File: src/hw/rtl/psld_pkg.sv
// ----------------------------------------------------------------------------
// psld_pkg
// shared types and codes for the pushbutton short/long press debouncer
// ----------------------------------------------------------------------------
package psld_pkg;

	// debounce machine states
	typedef enum logic [2:0] {
		ST_IDLE     = 3'd0,
		ST_DOWN     = 3'd1,
		ST_PRESSED  = 3'd2,
		ST_RELEASED = 3'd3,
		ST_LONG     = 3'd4
	} state_t;

	// configuration register indexes
	localparam logic CFG_DEBOUNCE   = 1'b0;
	localparam logic CFG_LONG_PRESS = 1'b1;

	localparam int unsigned CFG_BITS  = 16;
	localparam int unsigned NOW_BITS  = 32;
	localparam int unsigned IN_BYTES  = 5;
	localparam int unsigned OUT_BYTES = 1;

	localparam logic [CFG_BITS-1:0] DEBOUNCE_RST   = 16'd20;
	localparam logic [CFG_BITS-1:0] LONG_PRESS_RST = 16'd1000;

	// per-item press flags
	typedef struct packed {
		logic long_press;
		logic short_press;
	} flags_t;

endpackage

File: src/hw/rtl/psld_fsm.sv
// ----------------------------------------------------------------------------
// psld_fsm
// debounce state machine with debounce and long press deadlines
// ----------------------------------------------------------------------------
module psld_fsm #(
	parameter int unsigned TIME_BITS = 32
) (
	input  logic                              clk,
	input  logic                              arst_n,
	input  logic                              step,
	input  logic                              button_down,
	input  logic [TIME_BITS-1:0]              now,
	input  logic [psld_pkg::CFG_BITS-1:0]     debounce_ms,
	input  logic [psld_pkg::CFG_BITS-1:0]     long_press_ms,
	output psld_pkg::flags_t                  flags
);

	psld_pkg::state_t state_q, state_d;
	logic [TIME_BITS-1:0] deb_dl_q, deb_dl_d;
	logic [TIME_BITS-1:0] long_dl_q, long_dl_d;
	logic [TIME_BITS-1:0] deb_sum, long_sum;
	logic                 deb_hit, long_hit, long_en;

	// deadlines wrap at the time width
	assign deb_sum  = now + TIME_BITS'(debounce_ms);
	assign long_sum = now + TIME_BITS'(long_press_ms);
	assign deb_hit  = now > deb_dl_q;
	assign long_hit = now > long_dl_q;
	assign long_en  = long_press_ms != '0;

	// next state and deadlines
	always_comb begin
		state_d   = state_q;
		deb_dl_d  = deb_dl_q;
		long_dl_d = long_dl_q;
		unique case (state_q)
			psld_pkg::ST_IDLE: begin
				if (button_down) begin
					deb_dl_d = deb_sum;
					state_d  = psld_pkg::ST_DOWN;
				end
			end
			psld_pkg::ST_DOWN: begin
				if (!button_down) begin
					state_d = psld_pkg::ST_IDLE;
				end else if (deb_hit) begin
					if (long_en) long_dl_d = long_sum;
					state_d = psld_pkg::ST_PRESSED;
				end
			end
			psld_pkg::ST_PRESSED: begin
				if (!button_down) begin
					deb_dl_d  = deb_sum;
					long_dl_d = long_sum;
					state_d   = psld_pkg::ST_RELEASED;
				end else if (long_en && long_hit) begin
					state_d = psld_pkg::ST_LONG;
				end
			end
			psld_pkg::ST_RELEASED: begin
				if (button_down) begin
					state_d = psld_pkg::ST_PRESSED;
				end else if (deb_hit) begin
					state_d = psld_pkg::ST_IDLE;
				end
			end
			psld_pkg::ST_LONG: begin
				if (!button_down) state_d = psld_pkg::ST_IDLE;
			end
			default: begin
				state_d = psld_pkg::ST_IDLE;
			end
		endcase
	end

	// flags for the current item
	always_comb begin
		flags = '0;
		unique case (state_q)
			psld_pkg::ST_DOWN: begin
				flags.short_press = button_down && deb_hit && !long_en;
			end
			psld_pkg::ST_PRESSED: begin
				if (button_down) begin
					flags.long_press  = long_en && long_hit;
					flags.short_press = !long_en;
				end
			end
			psld_pkg::ST_RELEASED: begin
				flags.short_press = !button_down && deb_hit && long_en;
			end
			default: begin
				flags = '0;
			end
		endcase
	end

	always_ff @(posedge clk or negedge arst_n) begin
		if (!arst_n) begin
			state_q   <= psld_pkg::ST_IDLE;
			deb_dl_q  <= '0;
			long_dl_q <= '0;
		end else if (step) begin
			state_q   <= state_d;
			deb_dl_q  <= deb_dl_d;
			long_dl_q <= long_dl_d;
		end
	end

endmodule

File: src/hw/rtl/pushbutton_short_long_debounce_unit.sv
// ----------------------------------------------------------------------------
// pushbutton_short_long_debounce_unit
// pushbutton debouncer reporting short and long presses per time sample
// ----------------------------------------------------------------------------
//  channel   direction  contents
//  s_axis    in         button level and millisecond time, one sample per item
//  m_axis    out        short and long press flags, one item per sample
//  cfg       in         debounce and long press hold times in ms
//
//  two stages: an input register, then the state machine feeding the
//  result register; one item per cycle while the output is not stalled
//  the state machine steps only when the input register moves into the
//  result register, so a stalled output holds state and deadlines
//  s_tready stays high while the result register is free or being taken
//  reset clears the machine to idle, deadlines to zero and the hold
//  times to 20 ms and 1000 ms
// ----------------------------------------------------------------------------
module pushbutton_short_long_debounce_unit #(
	parameter int unsigned TIME_BITS = 32
) (
	input  logic                                    clk,
	input  logic                                    arst_n,
	// input items
	input  logic                                    s_tvalid,
	output logic                                    s_tready,
	input  logic [psld_pkg::IN_BYTES*8-1:0]         s_tdata,  // button_down, now_ms[31:0], zeros
	// result items
	output logic                                    m_tvalid,
	input  logic                                    m_tready,
	output logic [psld_pkg::OUT_BYTES*8-1:0]        m_tdata,  // short_press, long_press, zeros
	// configuration writes
	input  logic                                    cfg_we,
	input  logic                                    cfg_index,
	input  logic [psld_pkg::CFG_BITS-1:0]           cfg_data
);

	// configuration registers
	logic [psld_pkg::CFG_BITS-1:0] debounce_ms_q;
	logic [psld_pkg::CFG_BITS-1:0] long_press_ms_q;

	// input stage
	logic                          valid_s1;
	logic                          button_down_s1;
	logic [psld_pkg::NOW_BITS-1:0] now_ms_s1;

	// result stage
	logic                          valid_s2;
	psld_pkg::flags_t              flags_s2;

	logic                          advance;
	logic [TIME_BITS-1:0]          now_t;
	psld_pkg::flags_t              flags;

	// the stage moves when the result register is free or emptying
	assign advance  = valid_s1 && (!valid_s2 || m_tready);
	assign s_tready = !valid_s1 || advance;

	// time sample fitted to the time width: truncated or zero-extended
	generate
		for (genvar i = 0; i < TIME_BITS; i++) begin : g_now
			if (i < psld_pkg::NOW_BITS) begin : g_bit
				assign now_t[i] = now_ms_s1[i];
			end else begin : g_zero
				assign now_t[i] = 1'b0;
			end
		end
	endgenerate

	always_ff @(posedge clk or negedge arst_n) begin
		if (!arst_n) begin
			debounce_ms_q   <= psld_pkg::DEBOUNCE_RST;
			long_press_ms_q <= psld_pkg::LONG_PRESS_RST;
		end else if (cfg_we) begin
			unique case (cfg_index)
				psld_pkg::CFG_DEBOUNCE:   debounce_ms_q   <= cfg_data;
				psld_pkg::CFG_LONG_PRESS: long_press_ms_q <= cfg_data;
				default: ;
			endcase
		end
	end

	// input register
	always_ff @(posedge clk or negedge arst_n) begin
		if (!arst_n) begin
			valid_s1 <= 1'b0;
		end else if (s_tready) begin
			valid_s1 <= s_tvalid;
		end
	end

	always_ff @(posedge clk) begin
		if (s_tvalid && s_tready) begin
			button_down_s1 <= s_tdata[0];
			now_ms_s1      <= s_tdata[psld_pkg::NOW_BITS:1];
		end
	end

	psld_fsm #(
		.TIME_BITS (TIME_BITS)
	) u_fsm (
		.clk           (clk),
		.arst_n        (arst_n),
		.step          (advance),
		.button_down   (button_down_s1),
		.now           (now_t),
		.debounce_ms   (debounce_ms_q),
		.long_press_ms (long_press_ms_q),
		.flags         (flags)
	);

	// result register
	always_ff @(posedge clk or negedge arst_n) begin
		if (!arst_n) begin
			valid_s2 <= 1'b0;
		end else if (advance) begin
			valid_s2 <= 1'b1;
		end else if (m_tready) begin
			valid_s2 <= 1'b0;
		end
	end

	always_ff @(posedge clk) begin
		if (advance) begin
			flags_s2 <= flags;
		end
	end

	assign m_tvalid = valid_s2;
	assign m_tdata  = {{(psld_pkg::OUT_BYTES*8-2){1'b0}},
	                   flags_s2.long_press, flags_s2.short_press};

endmodule

File: config.mk
export PLATFORM = sky130hd
export DESIGN_NAME = pushbutton_short_long_debounce_unit
export DESIGN_NICKNAME = d
export VERILOG_FILES = /design/src/hw/rtl/psld_pkg.sv /design/src/hw/rtl/psld_fsm.sv /design/src/hw/rtl/pushbutton_short_long_debounce_unit.sv
export SDC_FILE = /design/constraint.sdc
export NUM_CORES = 1
export LEC_CHECK = 0
export BUFFER_PORTS_ARGS = -buffer_cell sky130_fd_sc_hd__buf_4
export CORE_AREA = 2 2 160 162
export CTS_CLUSTER_SIZE = 28
export DETAILED_ROUTE_END_ITERATION = 7
export DIE_AREA = 0 0 162 164
export SYNTH_ARGS = -nofsm -noshare
export SYNTH_HDL_FRONTEND = slang
export SYNTH_SLANG_ARGS = --single-unit
export TNS_END_PERCENT = 30
File: constraint.sdc
create_clock -name clk -period 5.8 [get_ports clk]
set_input_delay 0.87 -clock clk [delete_from_list [all_inputs] [get_ports clk]]
set_output_delay 0.87 -clock clk [all_outputs]
set_load 0.05 [all_outputs]
* Word-level counts from Yosys, hierarchy flattened
Index checks and enable logic that the tools add are counted.
** Word-level totals
- Memory bits (read-only) :: 0
- Input port bits :: 62
- Memories kept :: 0
- Flip-flop bits (word level) :: 136
- Bits in latches :: 0
- Memory bits (writable) :: 0
- Logic and storage cells :: 74
** Cells by class
- Shift-type cells :: 0
- Multiplexer cells :: 21
- Bitwise gates (word level) :: 1
- Multiply operators :: 0
- Div/mod/pow operators :: 0
- Order comparisons :: 2
- $add $sub $neg :: 2
- Reduce and logical (&&, ||, !) cells :: 24
- Eq/ne operators :: 13
** Operator list (number)
- $mux 32 :: 6
- $pmux 32 s2 :: 2
- $add 32x16->32 :: 2
- $gt 32x32->1 :: 2
- $mux 3 :: 8
- $reduce_bool 16->1 :: 1
- $pmux 3 s5 :: 1
- $reduce_and 6->1 :: 2
- $ne 3x2->1 const B :: 3
- $ne 2x2->1 const B :: 4
- $logic_and 1x1->1 :: 7
- $eq 3x2->1 const B :: 2
- $reduce_and 2->1 :: 3
- $reduce_bool 2->1 :: 3
- $logic_not 1->1 :: 4
- $ne 2x1->1 const B :: 2
- $reduce_and 4->1 :: 1
- $eq 3x1->1 const B :: 1
- $eq 3x3->1 const B :: 1
- $logic_not 3->1 :: 1
- $mux 1 :: 3
- $pmux 1 s3 :: 1
- $logic_or 1x1->1 :: 2
- $not 1->1 :: 1

* Logic depth before layout (Yosys ltp)
Gate-level depths: netlist of the first run.
- Word-level depth :: 5
- Depth in mapped cells :: 11
- Depth with buffers taken out :: 11

* Cells and area by module
A second synthesis of the first run with hierarchy kept.
** Second synthesis, totals
- Cells, all modules :: 819
- Area, all modules :: 8560.7 um2
** Modules (own cells, without submodules)
- psld_fsm :: instances 1, seq. area each 1676.6 um2, cells each 700, area each 6114.6 um2
- pushbutton_short_long_debounce_unit :: instances 1, seq. area each 1911.8 um2, cells each 119, area each 2446.1 um2

* Worst setup path before layout of the first run
No wires, ideal clock.
- Kind :: reg-to-reg
- Start point :: reg now_ms_s1[10] in the netlist's numbering
- End point :: reg u_fsm.long_dl_q[14]
- Required time :: 5675 ps
- Setup slack :: 3112 ps
- Stages on the path, launching flop included :: 11
- Period minus slack after synthesis :: 2688 ps
- Arrival :: 2563 ps
- Path through :: edfxtp_1 ha_1 nand4_1 or4_1 a21o_1 a21oi_1 or3_1 a41oi_2 nor2_4 buf_6 mux2_4
** Between the ends
- Word-level cells in the longest chain between the ends :: 5
- Elaborated cells between the ends (all ways) :: 9
- Those cells by class :: add/sub: 1; order compare: 1; eq/ne: 1; mux: 5; reduce/logical: 1
** RTL lines
- start, declared :: RTL line pushbutton_short_long_debounce_unit.sv:44 : logic [psld_pkg::NOW_BITS-1:0] now_ms_s1;
- start signal, assigned :: RTL line pushbutton_short_long_debounce_unit.sv:94 : now_ms_s1 <= s_tdata[psld_pkg::NOW_BITS:1];
- $add 32x16->32 :: RTL line psld_fsm.sv:26 : assign long_sum = now + TIME_BITS'(long_press_ms);
- $mux 32 :: RTL line psld_fsm.sv:47 : if (long_en) long_dl_d = long_sum;
- $mux 32 :: RTL line psld_fsm.sv:46 : end else if (deb_hit) begin
- $mux 32 :: RTL line psld_fsm.sv:44 : if (!button_down) begin
- $pmux 32 s2 :: RTL line psld_fsm.sv:36 : unique case (state_q)
- end signal, assigned :: RTL line psld_fsm.sv:106 : long_dl_q <= long_dl_d;
- end, declared :: RTL line psld_fsm.sv:20 : logic [TIME_BITS-1:0] long_dl_q, long_dl_d;
Several ways; a longest one is shown, not always the timed one. The select of a mux whose other input is x is not followed.
A chain may end at the register's enable or synchronous reset.

* Worst setup path in the final report of the first run
- Start point :: reg now_ms_s1[14] in the netlist's numbering
- End point :: reg u_fsm.long_dl_q[14]
Same word-level chain as after synthesis.

==> results of run 1 <==
worst min-delay path: stages (launching register included):
cell and delay, ns:
dfrtp_1 0.34, nand2_1 0.04, o21ai_0 0.06
logic make-up (layout without fill, tap and decap cells):
logic type | count (synthesis) | count (layout) | share of synthesized area [%]
flip-flops | 136 | 136 | 42.1
other | 1 | 6 | 0.0440
AND/OR/NAND/NOR | 195 | 195 | 11.4
buffers and inverters | 104 | 175 | 5.03
multiplexers | 67 | 67 | 8.45
adder cells (fa/ha/maj) | 98 | 98 | 14.5
XOR/XNOR | 55 | 55 | 5.65
AO/OA/AOI/OAI | 175 | 175 | 12.8
state kept, by name (all words and copies together) (netlist names):
signal and flops:
u_fsm.long_dl_q 32, debounce_ms_q 16, now_ms_s1 32, long_press_ms_q 16, m_tvalid 1, button_down_s1 1, m_tdata 2, valid_s1 1
u_fsm.state_q 3, u_fsm.deb_dl_q 32
final cells by class:
type / instances / share of cell area (%)
inverters: 82 / 3.09
clock inverters: 6 / 1.08
repair buffers: 61 / 4.60
multi-input cells: 596 / 45.6
clock buffers: 26 / 5.43
well taps: 330 / 4.15
flip-flops and latches: 136 / 36.1
synth_stat cells (all sizes together) (4+ instances only):
| master | number |
|---|---|
| o21a | 7 |
| nand3 | 18 |
| buf | 10 |
| or3 | 4 |
| mux2 | 37 |
| xnor2 | 34 |
| nor2b | 7 |
| mux2i | 30 |
| and3 | 8 |
| inv | 82 |
| or2 | 5 |
| nor2 | 29 |
| nor3 | 12 |
| a211oi | 10 |
| a21oi | 57 |
| nor4 | 8 |
| ha | 96 |
| dfstp | 8 |
| o21ai | 53 |
| a21o | 10 |
| nand4 | 13 |
| edfxtp | 35 |
| dfrtp | 93 |
| clkbuf | 12 |
| a31oi | 6 |
| and2 | 4 |
| xor2 | 21 |
| nand2 | 67 |
| o211ai | 6 |
| nand2b | 11 |
power by group:
group | switching (uW) | total (uW) | leakage [uW] | internal [uW]
clock network | 416 | 1190 | 0.000318 | 771
registers | 157 | 1420 | 0.00151 | 1270
logic | 763 | 1350 | 0.00253 | 584
through the flow:
step / utilization [%] / worst slack [ns] / power [uW] / cells / hold slack [ns]
final: 40.1 / 2.09 / 3960 / 1237 / 0.475
after detailed placement: 37.5 / 2.06 / 2780 / 1205 / 0.471
after CTS: 40.1 / 2.04 / 4000 / 1237 / 0.483
after floorplan: - / 3.11 / 2440 / 836 / 0.449
after global routing: 40.1 / 1.93 / 4290 / 1237 / 0.508
after global placement: 37.5 / 2.12 / 2740 / 1205 / 0.464
worst paths after layout:
kind	slack, ns	startpoint	cells after the start	to
setup / recovery	2.09	now_ms_s1[14]	10	u_fsm.long_dl_q[14]
max in group asynchronous	4.17	arst_n	2	u_fsm.long_dl_q[5]
hold / removal	0.48	u_fsm.deb_dl_q[16]	2	u_fsm.deb_dl_q[16]
setup reg to reg	2.09	now_ms_s1[14]	10	u_fsm.long_dl_q[14]
min in group asynchronous	0.49	arst_n	1	u_fsm.deb_dl_q[24]
hold reg to reg	0.48	u_fsm.deb_dl_q[16]	2	u_fsm.deb_dl_q[16]
layer usage:
| metal | global-route usage (%) | vias up | wire [um] |
|---|---|---|---|
| li1 | - | 3095 | - |
| met4 | 4.55 | 0 | 234 |
| met5 | 0 | - | 0 |
| met1 | 21.5 | 2952 | 9740 |
| met2 | 24.7 | 80 | 8880 |
| met3 | 2.95 | 14 | 446 |
==> flow_metrics.env, run 1 <==
export IMPL_cts_buffer_depth=2
export IMPL_area_growth_pct=16.6
export IMPL_ys_top_cells_by_area="dfrtp_1, ha_1, edfxtp_1"
export IMPL_synth_edf_count=35
export IMPL_p_per_area_nw_per_um2=398
export IMPL_cts_resized=0
export IMPL_via_count=6141
export IMPL_drt_pass1_iter_count=5
export IMPL_fmax_ghz=0.269
export IMPL_maxCapViolCount=0
export IMPL_clk_latency_ns=0.43
export IMPL_cp_max_fo=19
export IMPL_ys_seq_area_share_pct=42.1
export IMPL_core_um2=24800
export IMPL_synth_top_area_share_pct=27.3
export IMPL_clkTransAtPathRegs_ns=0.06
export IMPL_grt_total_usage_pct=15.5
export IMPL_synth_seq_cells=136
export IMPL_drc=0
export IMPL_io_pins=72
export IMPL_ir_drop_mv=0.245
export IMPL_skew_ns=0.0152
export IMPL_critPathLaunchType="flip-flop"
export IMPL_chipWidth_um=162
export IMPL_clock_sinks=136
export IMPL_vias_per_cell=4.96
export IMPL_worstSetupPathType="reg2reg"
export IMPL_multi_input_area_um2=4540
export IMPL_synthArstFlopShare_pct=74.3
export IMPL_die_area_um2=26600
export IMPL_fillCellCount=2434
export IMPL_crit_chain="ha_1, nand4_1, or4_1, a21o_1, a21oi_1, or3_1, a41oi_2, nor2_4, buf_4, mux2_4"
export IMPL_setup_viol_count_final=0
export IMPL_port_buffers=58
export IMPL_power_leakage_uw=0.00437
export IMPL_cp_end_kind="flip-flop"
export IMPL_outcome="finished clean"
export IMPL_synthesis_yosys_warnings=0
export IMPL_yosys_most_used_dff="dfrtp_1"
export IMPL_antenna_cells=0
export IMPL_hpwl_um=13900
export IMPL_die_h_um=164
export IMPL_rsz0062_at_grt="false"
export IMPL_post_cts_repair_setup_buffers=0
export IMPL_syn_area_um2=8530
export IMPL_tns_ns=0
export IMPL_final_common_cell="ha_1"
export IMPL_grt_overflow=0
export IMPL_final_seq_area_um2=3590
export IMPL_cts_hold_fix_buffers=0
export IMPL_grt_max_degree=63
export IMPL_placed_area_um2=9300
export IMPL_drt_total_wl_um=19300
export IMPL_relSlewSlack_pct=29.0
export IMPL_slowest_delay_ns=0.60
export IMPL_synthDistinctLibCells=64
export IMPL_synth_top_cell_by_area="dfrtp_1"
export IMPL_drive_gt1_share_pct=16.3
export IMPL_cts_tree="built"
export IMPL_maxSlewViolCount=0
export IMPL_worst_slew_pin_transition_ns=1.06
export IMPL_gp_congestion=0.847
export IMPL_routedWlPerCell_um=15.6
export IMPL_start_util_pct=34.4
export IMPL_hold_viol=0
export IMPL_post_route_period_util_pct=64.0
export IMPL_crit_buf_inv=1
export IMPL_arrival_ns=4.02
export IMPL_fp_row_count=58
export IMPL_drt_iter0_markers=316
export IMPL_stdcell_area_um2=9950
export IMPL_critical_path_required_ns=6.10
export IMPL_root_buffer="clkbuf_16"
export IMPL_htreeDepth=4
export IMPL_most_common_layout_cells="ha_1, dfrtp_1, inv_1"
export IMPL_antenna_found_initial=0
export IMPL_detail_route_antenna_nets=0
export IMPL_slowest_stage="or4_1"
export IMPL_hp_class="reg2reg"
export IMPL_post_route_min_period_ns=3.71
export IMPL_critical_path_top_delay_family="simple AND/OR/NAND/NOR gates"
export IMPL_grt_pass1_wl_um=32200
export IMPL_numCtsBuffers=17
export IMPL_post_synth_cell_area_avg_um2=10.3
export IMPL_grt_pass1_vias=6154
export IMPL_syn_inst=831
export IMPL_layout_nets=1054
Note: power is estimated with default switching activity, not from simulation.
==> run 2: changes to the inputs <==
==> constraint.sdc (replaced) <==
create_clock -name clk -period 3.35 [get_ports clk]
set_input_delay 0.5025 -clock clk [delete_from_list [all_inputs] [get_ports clk]]
set_output_delay 0.5025 -clock clk [all_outputs]
set_load 0.05 [all_outputs]
==> flow_metrics.env, run 2 (synthesis results as in run 1) <==
export IMPL_antenna_cells=0
export IMPL_slowest_stage="or4_1"
export IMPL_ir_drop_mv=0.346
export IMPL_drc=0
export IMPL_final_seq_area_um2=3590
export IMPL_maxCapViolCount=0
export IMPL_placed_area_um2=9510
export IMPL_p_per_area_nw_per_um2=684
export IMPL_crit_chain="ha_1, nand4_1, or4_1, a21o_1, a21oi_1, or3_1, a41oi_2, nor2_4, buf_12, mux2_2"
export IMPL_critical_path_required_ns=3.66
export IMPL_post_route_min_period_ns=3.11
export IMPL_post_route_period_util_pct=92.7
export IMPL_cts_buffer_depth=2
export IMPL_drt_total_wl_um=19400
export IMPL_reg2reg_depth=10
export IMPL_start_util_pct=34.4
export IMPL_p_int_uw=4560
export IMPL_startpoint="now_ms_s1[10]"
export IMPL_top_regs="now_ms_s1 x32, u_fsm.deb_dl_q x32, u_fsm.long_dl_q x32"
export IMPL_layout_nets=1078
export IMPL_grt_pass1_vias=6150
export IMPL_grt_overflow=0
export IMPL_port_buffers=58
export IMPL_post_cts_repair_setup_buffers=0
export IMPL_hp_class="in2async"
export IMPL_combPwrFrac_pct=35.1
export IMPL_relSlewSlack_pct=38.8
export IMPL_layoutNonFillerInstCount=1261
export IMPL_total_power_uw=6940
export IMPL_gp_congestion=0.864
export IMPL_cts_hold_fix_buffers=0
export IMPL_power_frac_seq_pct=35.2
export IMPL_cts_tree="built"
export IMPL_maxSlewViolCount=0
export IMPL_hold_viol=0
export IMPL_grt_total_usage_pct=15.4
export IMPL_vias_per_cell=4.96
export IMPL_most_common_layout_cells="ha_1, dfrtp_1, buf_4"
export IMPL_outcome="finished clean"
export IMPL_stdcell_area_um2=10200
export IMPL_grt_pass1_wl_um=32200
export IMPL_drt_iter0_markers=309
export IMPL_pwr_share_clk_pct=29.7
export IMPL_clock_sinks=136
export IMPL_core_um2=24800
export IMPL_clkTransAtPathRegs_ns=0.06
export IMPL_antenna_found_initial=0
export IMPL_hpwl_um=14100
export IMPL_die_area_um2=26600
export IMPL_path_depth=10
export IMPL_critical_path_top_delay_family="simple AND/OR/NAND/NOR gates"
export IMPL_worstSetupPathType="reg2reg"
export IMPL_skew_ns=0.0106
export IMPL_cts_resized=0
export IMPL_io_pins=72
export IMPL_crit_buf_inv=1
export IMPL_detail_route_antenna_nets=0
export IMPL_numCtsBuffers=17
export IMPL_cp_end_kind="flip-flop"
export IMPL_fillCellCount=2454
export IMPL_place_inst=1229
export IMPL_chipWidth_um=162
export IMPL_htreeDepth=4
export IMPL_slowest_delay_ns=0.63
export IMPL_drt_pass1_iter_count=4
export IMPL_final_common_cell="ha_1"
export IMPL_multi_input_area_um2=4540
export IMPL_arrival_ns=3.42
export IMPL_drive_gt1_share_pct=18.7
export IMPL_tns_ns=0
export IMPL_fmax_ghz=0.322
export IMPL_critPathLaunchType="flip-flop"
export IMPL_clk_latency_ns=0.43
export IMPL_power_leakage_uw=0.00449
export IMPL_routedWlPerCell_um=15.3
export IMPL_r2r_slack_ns=0.24
export IMPL_crit_path_end="u_fsm.long_dl_q[4]"
export IMPL_cp_max_fo=16
export IMPL_rr_startpoint="now_ms_s1[10]"
export IMPL_p_switching_uw=2390
export IMPL_worst_slew_pin_transition_ns=0.918
export IMPL_area_growth_pct=19.0
export IMPL_rsz0062_at_grt="false"
export IMPL_fp_row_count=58
export IMPL_r2r_end="u_fsm.long_dl_q[4]"
export IMPL_root_buffer="clkbuf_16"
export IMPL_via_count=6255
export IMPL_die_h_um=164
export IMPL_grt_max_degree=102
export IMPL_hold_slack_ns=0.108
export IMPL_setup_viol_count_final=0
export IMPL_p_sw_share_pct=34.4
==> run 2: layer usage <==
layer / track usage [%] / share of wire (%) / up-vias
li1: - / - / 3131
met1: 21.5 / 49 / 3011
met2: 24.4 / 46 / 91
met3: 2.98 / 3.5 / 22
met4: 4.59 / 1.5 / 0
met5: 0 / 0 / -
==> run 2: per-stage QoR <==
step | util (%) | worst slack (ns)
6_report | 40.9 | 0.243
5_1_grt | 40.9 | 0.0734
4_1_cts | 40.9 | 0.241
3_5_place_dp | 38.3 | 0.241
3_3_place_gp | 38.3 | 0.281
2_1_floorplan | - | 0.662
==> run 2: area by class of cell <==
| type | count | share of cell area (%) |
|---|---|---|
| flip-flops and latches | 136 | 35.4 |
| repair buffers | 85 | 6.53 |
| multi-input cells | 596 | 44.7 |
| well taps | 330 | 4.07 |
| clock buffers | 19 | 4.46 |
| clock inverters | 13 | 1.87 |
| inverters | 82 | 3.03 |
==> run 2: worst min-delay path by stage <==
stage,cells past startpoint,end,slack (ns),startpoint
2_1_floorplan,0,debounce_ms_q[0],0.21,arst_n
3_3_place_gp,2,u_fsm.deb_dl_q[13],0.46,u_fsm.deb_dl_q[13]
3_5_place_dp,2,u_fsm.deb_dl_q[8],0.47,u_fsm.deb_dl_q[8]
4_1_cts,2,m_tvalid,0.18,arst_n
5_1_grt,2,u_fsm.deb_dl_q[18],0.18,arst_n
6_report,2,u_fsm.deb_dl_q[27],0.11,arst_n
==> run 2: power by group through the flow <==
| stage | registers, uW | clock network [uW] | logic, uW |
|---|---|---|---|
| final | 2450 | 2060 | 2430 |
| after global routing | 2510 | 2190 | 2800 |
| after global placement | 2460 | 0 | 2370 |
| after floorplan | 2400 | 0 | 1820 |
| after detailed placement | 2470 | 0 | 2440 |
| after CTS | 2450 | 2120 | 2450 |
==> run 3: changes to the inputs <==
--- a/config.mk
+++ b/config.mk
@@ -6,10 +6,13 @@
 export NUM_CORES = 1
 export LEC_CHECK = 0
 export BUFFER_PORTS_ARGS = -buffer_cell sky130_fd_sc_hd__buf_4
+export CELL_PAD_IN_SITES_DETAIL_PLACEMENT = 1
+export CELL_PAD_IN_SITES_GLOBAL_PLACEMENT = 1
 export CORE_AREA = 2 2 160 162
 export CTS_CLUSTER_SIZE = 28
 export DETAILED_ROUTE_END_ITERATION = 7
 export DIE_AREA = 0 0 162 164
+export PLACE_DENSITY_LB_ADDON = 0.1
 export SYNTH_ARGS = -nofsm -noshare
 export SYNTH_HDL_FRONTEND = slang
 export SYNTH_SLANG_ARGS = --single-unit
==> flow_metrics.env, run 3 (synthesis results as in run 1) <==
export IMPL_power_leakage_uw=0.00453
export IMPL_drt_total_wl_um=22700
export IMPL_fp_row_count=58
export IMPL_clock_sinks=136
export IMPL_post_route_min_period_ns=3.15
export IMPL_grt_total_usage_pct=18.2
export IMPL_area_growth_pct=19.5
export IMPL_gp_congestion=0.845
export IMPL_final_common_cell="buf_4"
export IMPL_drc=0
export IMPL_top_regs="now_ms_s1 x32, u_fsm.deb_dl_q x32, u_fsm.long_dl_q x32"
export IMPL_maxSlewViolCount=0
export IMPL_dr_max_layer_used="met4"
export IMPL_rsz0062_at_grt="false"
export IMPL_rr_startpoint="now_ms_s1[13]"
export IMPL_chipWidth_um=162
export IMPL_maxCapViolCount=0
export IMPL_clk_latency_ns=0.43
export IMPL_die_area_um2=26600
export IMPL_vias_per_cell=5.05
export IMPL_io_pins=72
export IMPL_numCtsBuffers=17
export IMPL_slowest_stage="or4_1"
export IMPL_fmax_ghz=0.317
export IMPL_tns_ns=0
export IMPL_clkTransAtPathRegs_ns=0.07
export IMPL_slowest_delay_ns=0.63
export IMPL_drt_iter0_markers=227
export IMPL_port_buffers=58
export IMPL_cts_buffer_depth=2
export IMPL_worstSetupPathType="reg2reg"
export IMPL_critPathLaunchType="flip-flop"
export IMPL_dp_slack_ns=0.176
export IMPL_reg2reg_depth=11
export IMPL_hp_class="in2async"
export IMPL_drive_gt1_share_pct=20.0
export IMPL_detail_route_antenna_nets=0
export IMPL_hold_viol=0
export IMPL_r2r_slack_ns=0.20
export IMPL_drt_met1_wl_um=11200
export IMPL_crit_buf_inv=2
export IMPL_arrival_ns=3.49
export IMPL_setup_viol_count_final=0
export IMPL_skew_ns=0.0129
export IMPL_critical_path_required_ns=3.69
export IMPL_routedWlPerCell_um=17.8
export IMPL_setup_slack_ns=0.200
export IMPL_via_count=6451
export IMPL_wl_met2_um=10800
export IMPL_antenna_found_initial=0
export IMPL_drt_pass1_iter_count=4
export IMPL_crit_top_cell="buf_12"
export IMPL_start_util_pct=34.4
export IMPL_outcome="finished clean"
export IMPL_r2r_end="u_fsm.long_dl_q[30]"
export IMPL_most_common_layout_cells="buf_4, ha_1, dfrtp_1"
export IMPL_htreeDepth=4
export IMPL_critical_path_top_delay_family="simple AND/OR/NAND/NOR gates"
export IMPL_cp_max_fo=17
export IMPL_die_h_um=164
export IMPL_grt_pass1_vias=7043
export IMPL_grt_overflow=0
export IMPL_cts_tree="built"
export IMPL_ir_drop_mv=0.308
export IMPL_relSlewSlack_pct=24.0
export IMPL_hpwl_um=17400
export IMPL_core_um2=24800
export IMPL_post_route_period_util_pct=94.0
export IMPL_cp_end_kind="flip-flop"
export IMPL_p_per_area_nw_per_um2=673
export IMPL_wl_met3_um=479
export IMPL_root_buffer="clkbuf_16"
export IMPL_antenna_cells=0
export IMPL_worst_slew_pin_transition_ns=1.14
export IMPL_grt_max_degree=61
export IMPL_grt_pass1_wl_um=37500
export IMPL_layout_nets=1095
export IMPL_crit_chain="ha_1, nand4_1, or4_1, a21o_1, a21oi_1, or3_1, a41oi_2, nor2_4, buf_12, buf_12, mux2i_1"
==> run 3: timing repair <==
action / in CTS / in global routing
gates resized for setup: 0 / 1
endpoints found under the setup margin: 0 / 17
hold buffers: 0 / 0
setup buffers: 0 / 2
==> run 3: report_power, final <==
| group | internal, uW | switching [uW] | total, uW |
|---|---|---|---|
| Combinational | 1110 | 1470 | 2580 |
| Sequential | 2190 | 261 | 2460 |
| Clock | 1060 | 767 | 1830 |
| Total | 4370 | 2500 | 6870 |
==> run 3: layer usage <==
| metal | up-vias | track usage [%] |
|---|---|---|
| met4 | 0 | 3.98 |
| met1 | 3197 | 24.6 |
| li1 | 3165 | - |
| met2 | 72 | 30.7 |
| met5 | - | 0 |
| met3 | 17 | 2.90 |
==> run 3: worst register-to-register path, stage by stage (launching register included) <==
cell and delay (ns):
edfxtp_1 0.47, ha_1 0.35, nand4_1 0.27, or4_1 0.63
a21o_1 0.19, a21oi_1 0.12, or3_1 0.18, a41oi_2 0.15
nor2_4 0.14, buf_12 0.16, buf_12 0.19, mux2i_1 0.22
==> run 3: through the flow <==
stage,util [%],total power (uW),hold slack (ns),cells,cell area [um2]
6_report,41.1,6870,0.124,1278,10200
5_1_grt,41.1,7430,0.170,1278,10200
4_1_cts,41.0,6950,0.150,1276,10200
3_5_place_dp,38.8,5070,0.472,1244,9620
3_3_place_gp,38.8,4920,0.465,1244,9620
2_1_floorplan,-,4220,0.207,836,8550
==> run 3: how the worst max path moves through the flow <==
stage             startpoint             endpoint  slack [ns]  cells past startpoint
6_report       now_ms_s1[13]  u_fsm.long_dl_q[30]        0.20                     11
5_1_grt        now_ms_s1[13]  u_fsm.long_dl_q[25]        0.02                     11
4_1_cts        now_ms_s1[10]  u_fsm.long_dl_q[30]        0.13                     11
3_5_place_dp   now_ms_s1[13]  u_fsm.long_dl_q[25]        0.18                     11
3_3_place_gp    now_ms_s1[5]  u_fsm.long_dl_q[10]        0.18                     12
2_1_floorplan  now_ms_s1[10]  u_fsm.long_dl_q[14]        0.66                     10
==> run 3: final cells by class <==
class / count / area, um2
Fill cell: 2768 / 14600
Multi-Input combinational cell: 596 / 4540
Tap cell: 330 / 413
Clock inverter: 11 / 96.3
Clock buffer: 21 / 460
Timing Repair Buffer: 102 / 791
Sequential cell: 136 / 3590
Inverter: 82 / 308
